## config.mk

```make
export PLATFORM = sky130hd
export DESIGN_NAME = rpn_ctrl
export DESIGN_NICKNAME = d
export VERILOG_FILES = /design/src/rtl/rpn_pkg.sv /design/src/rtl/rpn_ctrl.sv
export SDC_FILE = /design/constraint.sdc
export NUM_CORES = 1
export LEC_CHECK = 0
export ABC_CLOCK_PERIOD_IN_PS = 2300
export BUFFER_PORTS_ARGS = -buffer_cell sky130_fd_sc_hd__buf_2
export CORE_MARGIN = 2
export CORE_UTILIZATION = 47
export DETAILED_ROUTE_END_ITERATION = 16
export PLACE_DENSITY = 0.8
export SYNTH_ARGS = -nofsm -noshare
export SYNTH_HDL_FRONTEND = slang
export SYNTH_SLANG_ARGS = --single-unit
```

## constraint.sdc

```tcl
create_clock -name clk_i -period 2.3 [get_ports clk_i]
set_clock_uncertainty 0.05 [all_clocks]
set_input_delay 0.115 -clock clk_i [delete_from_list [all_inputs] [get_ports clk_i]]
set_output_delay 0.115 -clock clk_i [all_outputs]
set_load 0.01 [all_outputs]
```

## src/rtl/rpn_pkg.sv

```systemverilog
// rpn_pkg: shared constants, codes and command types for the RPN evaluator.
// No dependencies.
package rpn_pkg;

  localparam int StackDepth = 32;
  localparam int CntW = $clog2(StackDepth + 1);
  localparam int PtrW = $clog2(StackDepth);

  localparam logic [2:0] OP_DIGIT = 3'd0;
  localparam logic [2:0] OP_ADD   = 3'd1;
  localparam logic [2:0] OP_SUB   = 3'd2;
  localparam logic [2:0] OP_MUL   = 3'd3;
  localparam logic [2:0] OP_DIV   = 3'd4;

  localparam logic [2:0] ST_OK    = 3'd0;
  localparam logic [2:0] ST_FEW   = 3'd1;
  localparam logic [2:0] ST_OVF   = 3'd2;
  localparam logic [2:0] ST_DIV0  = 3'd3;
  localparam logic [2:0] ST_FULL  = 3'd4;
  localparam logic [2:0] ST_DEPTH = 3'd5;

  // controller -> datapath
  typedef struct packed {
    logic       rd_b;     // read top entry into B
    logic       rd_a;     // read second entry into A
    logic       wr_digit; // write digit at count-1
    logic       wr_res;   // write result at count-2
    logic       rd_out;   // read entry 0 for output
    logic       start;    // start add/sub/mul/div
    logic [2:0] op;
  } rpn_cmd_t;

  // datapath -> controller
  typedef struct packed {
    logic       done;
    logic [2:0] status;
  } rpn_sts_t;

endpackage

```

## src/rtl/rpn_ctrl.sv

```systemverilog
// rpn_ctrl: token sequencer; keeps stack count and sticky error, issues
// datapath commands and drives the result register. Depends on rpn_pkg.
module rpn_ctrl import rpn_pkg::*; (
  input  logic            clk_i,
  input  logic            rst_ni,
  input  logic            in_valid_i,
  output logic            in_stall_o,
  input  logic [2:0]      operation_i,
  input  logic [3:0]      digit_value_i,
  input  logic            last_i,
  output logic            out_valid_o,
  input  logic            out_stall_i,
  output logic [63:0]     value_o,
  output logic [2:0]      status_o,
  output rpn_cmd_t        cmd_o,
  output logic [CntW-1:0] count_o,
  output logic [3:0]      digit_o,
  input  rpn_sts_t        sts_i,
  input  logic [63:0]     top0_i
);

  typedef enum logic [2:0] {S_IDLE, S_RDA, S_WAITA, S_LOADA, S_EXEC, S_WAIT, S_OUTRD, S_OUT}
    state_e;

  state_e          state_q;
  logic [CntW-1:0] cnt_q;
  logic [2:0]      err_q, op_q;
  logic            last_q;
  logic [3:0]      dig_q;
  logic            ovalid_q;
  logic [63:0]     value_q;
  logic [2:0]      status_q;
  logic            accept;
  logic            wr_q, wr_d;
  logic            run_d;

  assign in_stall_o  = (state_q != S_IDLE) || (ovalid_q && out_stall_i);
  assign accept      = in_valid_i && !in_stall_o;
  assign out_valid_o = ovalid_q;
  assign value_o     = value_q;
  assign status_o    = status_q;
  assign count_o     = cnt_q;
  assign digit_o     = dig_q;

  // digit that lands on the stack / operator that goes to the datapath
  assign wr_d  = accept && (err_q == ST_OK) && (operation_i == OP_DIGIT) &&
                 (cnt_q < CntW'(StackDepth));
  assign run_d = accept && (err_q == ST_OK) && (operation_i != OP_DIGIT) &&
                 (operation_i <= OP_DIV) && (cnt_q >= CntW'(2));

  always_comb begin
    cmd_o          = '0;
    cmd_o.op       = op_q;
    cmd_o.wr_digit = wr_q;
    cmd_o.rd_b     = (state_q == S_RDA) && !wr_q;
    cmd_o.rd_a     = (state_q == S_WAITA);
    cmd_o.start    = (state_q == S_EXEC);
    cmd_o.wr_res   = (state_q == S_WAIT) && sts_i.done && sts_i.status == ST_OK;
    cmd_o.rd_out   = (state_q == S_OUTRD) && !wr_q && !cmd_o.wr_res;
  end

  always_ff @(posedge clk_i or negedge rst_ni) begin
    if (!rst_ni) begin
      state_q  <= S_IDLE;
      cnt_q    <= '0;
      err_q    <= ST_OK;
      op_q     <= OP_ADD;
      last_q   <= 1'b0;
      dig_q    <= '0;
      ovalid_q <= 1'b0;
      status_q <= ST_OK;
      wr_q     <= 1'b0;
      value_q  <= '0;
    end else begin
      wr_q     <= wr_d;
      ovalid_q <= (state_q == S_OUT) || (ovalid_q && out_stall_i);
      unique case (state_q)
        S_IDLE: begin
          if (accept) begin
            op_q   <= operation_i;
            last_q <= last_i;
            dig_q  <= digit_value_i;
            if (err_q == ST_OK) begin
              if (operation_i == OP_DIGIT) begin
                if (cnt_q >= CntW'(StackDepth)) err_q <= ST_FULL;
                else cnt_q <= cnt_q + CntW'(1);
              end else if (operation_i <= OP_DIV) begin
                if (cnt_q < CntW'(2)) err_q <= ST_FEW;
              end
            end
            if (run_d) state_q <= S_RDA;
            else if (last_i) state_q <= S_OUTRD;
          end
        end
        S_RDA:   state_q <= S_WAITA;
        S_WAITA: state_q <= S_LOADA;
        S_LOADA: state_q <= S_EXEC;
        S_EXEC:  state_q <= S_WAIT;
        S_WAIT: begin
          if (sts_i.done) begin
            if (sts_i.status == ST_OK) cnt_q <= cnt_q - CntW'(1);
            else err_q <= sts_i.status;
            state_q <= last_q ? S_OUTRD : S_IDLE;
          end
        end
        // a pending digit write must land before entry 0 is read
        S_OUTRD: if (!wr_q) state_q <= S_OUT;
        S_OUT: begin
          if (err_q != ST_OK) begin
            status_q <= err_q;
            value_q  <= '0;
          end else if (cnt_q != CntW'(1)) begin
            status_q <= ST_DEPTH;
            value_q  <= '0;
          end else begin
            status_q <= ST_OK;
            value_q  <= top0_i;
          end
          cnt_q   <= '0;
          err_q   <= ST_OK;
          state_q <= S_IDLE;
        end
        default: state_q <= S_IDLE;
      endcase
    end
  end

endmodule
```

==> run summary <==
FINAL LAYOUT
----------------------------------------------------------------------------------
Fin nets                                                                       624
Share of final-layout standard cells stronger than drive strength 1          0.381
Layout overhead on the synthesized area                                      49.7%
Non-Filler Instances                                                           646
Number of filler instances in the final layout                                 508
Antenna Cells                                                                    0

FLOORPLANNING
----------------------------------------------------------------------------------
Horiz. Die Dim                                                             93.4 µm
Initial core utilization                                                     0.486
Std-Cell Core Area                                                        7730 µm²
Die outline area                                                          8720 µm²
Top Ports                                                                      168
Height of the die                                                          93.4 µm
Total number of placement rows                                                  32

PLACED DESIGN
----------------------------------------------------------------------------------
Placer Congestion                                                            0.873
Post-detail-place hpwl                                                     6.54 mm
IO buf count                                                                   167
Number of cells after detailed placement                                       560

STA
----------------------------------------------------------------------------------
Fmax                                                                       478 MHz
Number of setup violations in the final report                                   0
Period Utilization, post-route                                               0.909
Clock period minus final worst setup slack                                 2.09 ns
Final hold violation count                                                       0
Number of max-slew violations in the final report                                0
Tightest Pin Transition                                                   0.544 ns
RSZ-0062 raised after global routing                                         false
Setup TNS Final                                                               0 ns
Max-Slew Margin vs Limit                                                     0.638

SETUP PATH
----------------------------------------------------------------------------------
Highest net fanout along the worst path                                         12
Register-to-Register Setup Slack                                           0.21 ns
Crit path launch type                                                     register
Sort of element at the end of the critical path                           register
Crit path kind                                                        register to register
Required time of the critical path                                         2.45 ns
Arrival time at the worst endpoint                                         2.24 ns

CLOCK NETWORK
----------------------------------------------------------------------------------
Clock slew seen by the registers of the worst setup and hold paths         0.09 ns
Skew-Pair Late Insertion Delay                                             0.34 ns
TritonCTS clock tree                                                         built
Buffers from clock root to sink, at most                                         2
Number of sinks handled by clock tree synthesis                                 89
H-tree depth                                                                     3
Number of instances resized during post-cts repair                               0
CTS Buf Count                                                                    9
Root buffer cell                                                      sky130_fd_sc_hd__clkbuf_8
Post-CTS Setup Repair Bufs                                                       0

ROUTE
----------------------------------------------------------------------------------
Wirelength, routed                                                         11.0 mm
Via count                                                                     3490
First-pass detailed-route iteration total                                        5
Post-detailed-route count of antenna-violating nets                              0
Post-DR vias/cell                                                             5.40
Drt first-iter violations                                                      130
Wire length per cell after detailed routing                                17.1 µm
DR DRC count                                                                     0

GLOBAL ROUTE
----------------------------------------------------------------------------------
Total overflow reported by the global router                                     0
First-pass GRT wire length                                                 17.6 mm
Antenna violations before repair                                                 0
Total routing resource utilization after global routing                      0.260
Vias in the first global route                                                3535
Maximum number of pins on one net before global-route repair                    73

SYNTH
----------------------------------------------------------------------------------
Yosys Warn Count                                                                 0
Fraction of synthesis flops using an asynchronous set or reset pin            1.00
Synth area leaders                                                    sky130_fd_sc_hd__dfrtp_1 (59%), sky130_fd_sc_hd__a22o_1 (15%), sky130_fd_sc_hd__buf_6 (2.1%)
Largest area contributor in the netlist                               sky130_fd_sc_hd__dfrtp_1
Register area share after synthesis                                          0.594
Top cell type's share of synthesized area                                    0.587
Area of the mapped netlist                                                3750 µm²
Net count after synthesis                                                      386
Cell with the most instances after synthesis                          sky130_fd_sc_hd__dfrtp_1
EDFF count, synth                                                                0
Number of library cell types mapped by synthesis                                51
Synth cell count leaders                                              sky130_fd_sc_hd__dfrtp_1 (88), sky130_fd_sc_hd__a22o_1 (64), sky130_fd_sc_hd__nand2_1 (21)
Ys flop type                                                          sky130_fd_sc_hd__dfrtp_1
Flops & latches, synth                                                          89
Synthesized instance count                                                     302
Average footprint of a synthesized cell                                   12.4 µm²

JOB
----------------------------------------------------------------------------------
Max-capacitance violation count                                                  0

POWER
----------------------------------------------------------------------------------
Total design power                                                       0.00479 W
Power density of the placed cells                                       853 nW/µm²
Max VDD drop                                                            0.000348 V
Leakage power summed over all cells                                        2.99 nW

OUTCOME
----------------------------------------------------------------------------------
Result of the run                                                        completed

HOLD PATH
----------------------------------------------------------------------------------
Hold Crit Class                                                       input port to register

state kept, by name (all words and copies together), names as in the netlist:
name	cells
op_q	3
wr_q	1
state_q	3
value_o	64
last_q	1
digit_o	4
err_q	3
count_o	6
status_o	3
out_valid_o	1
worst paths after layout:
kind / startpoint / endpoint / cells past startpoint
hold / removal: operation_i[1] / op_q[1] / 2
max in group asynchronous: rst_ni / op_q[0] / 3
setup / recovery: count_o[5] / count_o[5] / 5
setup reg to reg: count_o[5] / count_o[5] / 5
min in group asynchronous: rst_ni / count_o[4] / 2
hold reg to reg: status_o[1] / status_o[1] / 2
final cells by class:
| type | instances | area [µm²] | share of cell area |
|---|---|---|---|
| flip-flops and latches | 89 | 2230 | 0.396 |
| repair buffers | 248 | 1660 | 0.296 |
| multi-input cells | 187 | 1370 | 0.243 |
| clock buffers | 10 | 128 | 0.0227 |
| well taps | 102 | 128 | 0.0227 |
| clock inverters | 5 | 88.8 | 0.0158 |
| inverters | 5 | 18.8 | 0.00334 |
placed cells by master (no fill, tap or decap), drive strengths merged, types with 2 or more instances in the layout:
| cell | count |
|---|---|
| nand2b | 2 |
| o21bai | 2 |
| clkbuf | 10 |
| a22oi | 2 |
| nand4 | 2 |
| nand2 | 22 |
| and3 | 2 |
| nor2 | 11 |
| buf | 177 |
| nor4b | 2 |
| nor2b | 3 |
| inv | 7 |
| o22ai | 2 |
| mux2 | 9 |
| a31oi | 2 |
| ha | 4 |
| a22o | 64 |
| o21ai | 12 |
| a21oi | 4 |
| dlygate4sd3 | 71 |
| bufinv | 2 |
| or3 | 2 |
| nand3b | 2 |
| and2 | 2 |
| o21a | 2 |
| dfrtp | 88 |
| nor3 | 12 |
| o31ai | 3 |
| nand3 | 5 |
routing by layer:
layer  up-vias  track usage  routed length [µm]
li1       1603            -                   -
met3        19       0.0766                 943
met1      1686        0.336                4480
met2       182        0.421                5440
met4         0       0.0895                 172
met5         -            0                   0
timing repair:
action                                 4_1_cts  5_1_grt
hold buffers                                71        0
endpoints found under the hold margin      112        0
setup endpoints to repair                    0        0
cells by family after synthesis:
| kind of cell | count (synthesis) | synth area share |
|---|---|---|
| adders and majority gates | 4 | 0.0133 |
| xor gates and xnor gates | 1 | 0.00233 |
| DFF | 89 | 0.594 |
| AOI/OAI and AO/OA | 102 | 0.219 |
| and+or+nand+nor | 70 | 0.0983 |
| buffers and inverters | 26 | 0.0420 |
| muxes | 10 | 0.0317 |
worst max-delay path, stage by stage, from the launching register on:
cell and delay, ns:
sky130_fd_sc_hd__dfrtp_1 0.46, sky130_fd_sc_hd__or4_1 0.58, sky130_fd_sc_hd__o31ai_2 0.22, sky130_fd_sc_hd__o211ai_2 0.27, sky130_fd_sc_hd__o21ai_1 0.25, sky130_fd_sc_hd__o31ai_1 0.12
through the flow:
step / instance area (µm²) / utilization / hold WS (ns) / setup slack (ns)
2_1_floorplan: 3750 / - / -0.231 / 0.393
5_1_grt: 5620 / 0.727 / 0.0138 / 0.0942
3_3_place_gp: 4690 / 0.607 / 0.0854 / 0.358
6_report: 5620 / 0.727 / 0.0245 / 0.210
4_1_cts: 5620 / 0.727 / 0.00591 / 0.218
3_5_place_dp: 4690 / 0.607 / 0.0914 / 0.293
report_power, final:
part / switching, W / internal (W)
Clock: 0.000551 / 0.000621
Sequential: 0.000208 / 0.00179
Combinational: 0.000897 / 0.000731
No activity file was read; power rests on OpenSTA's default activity.
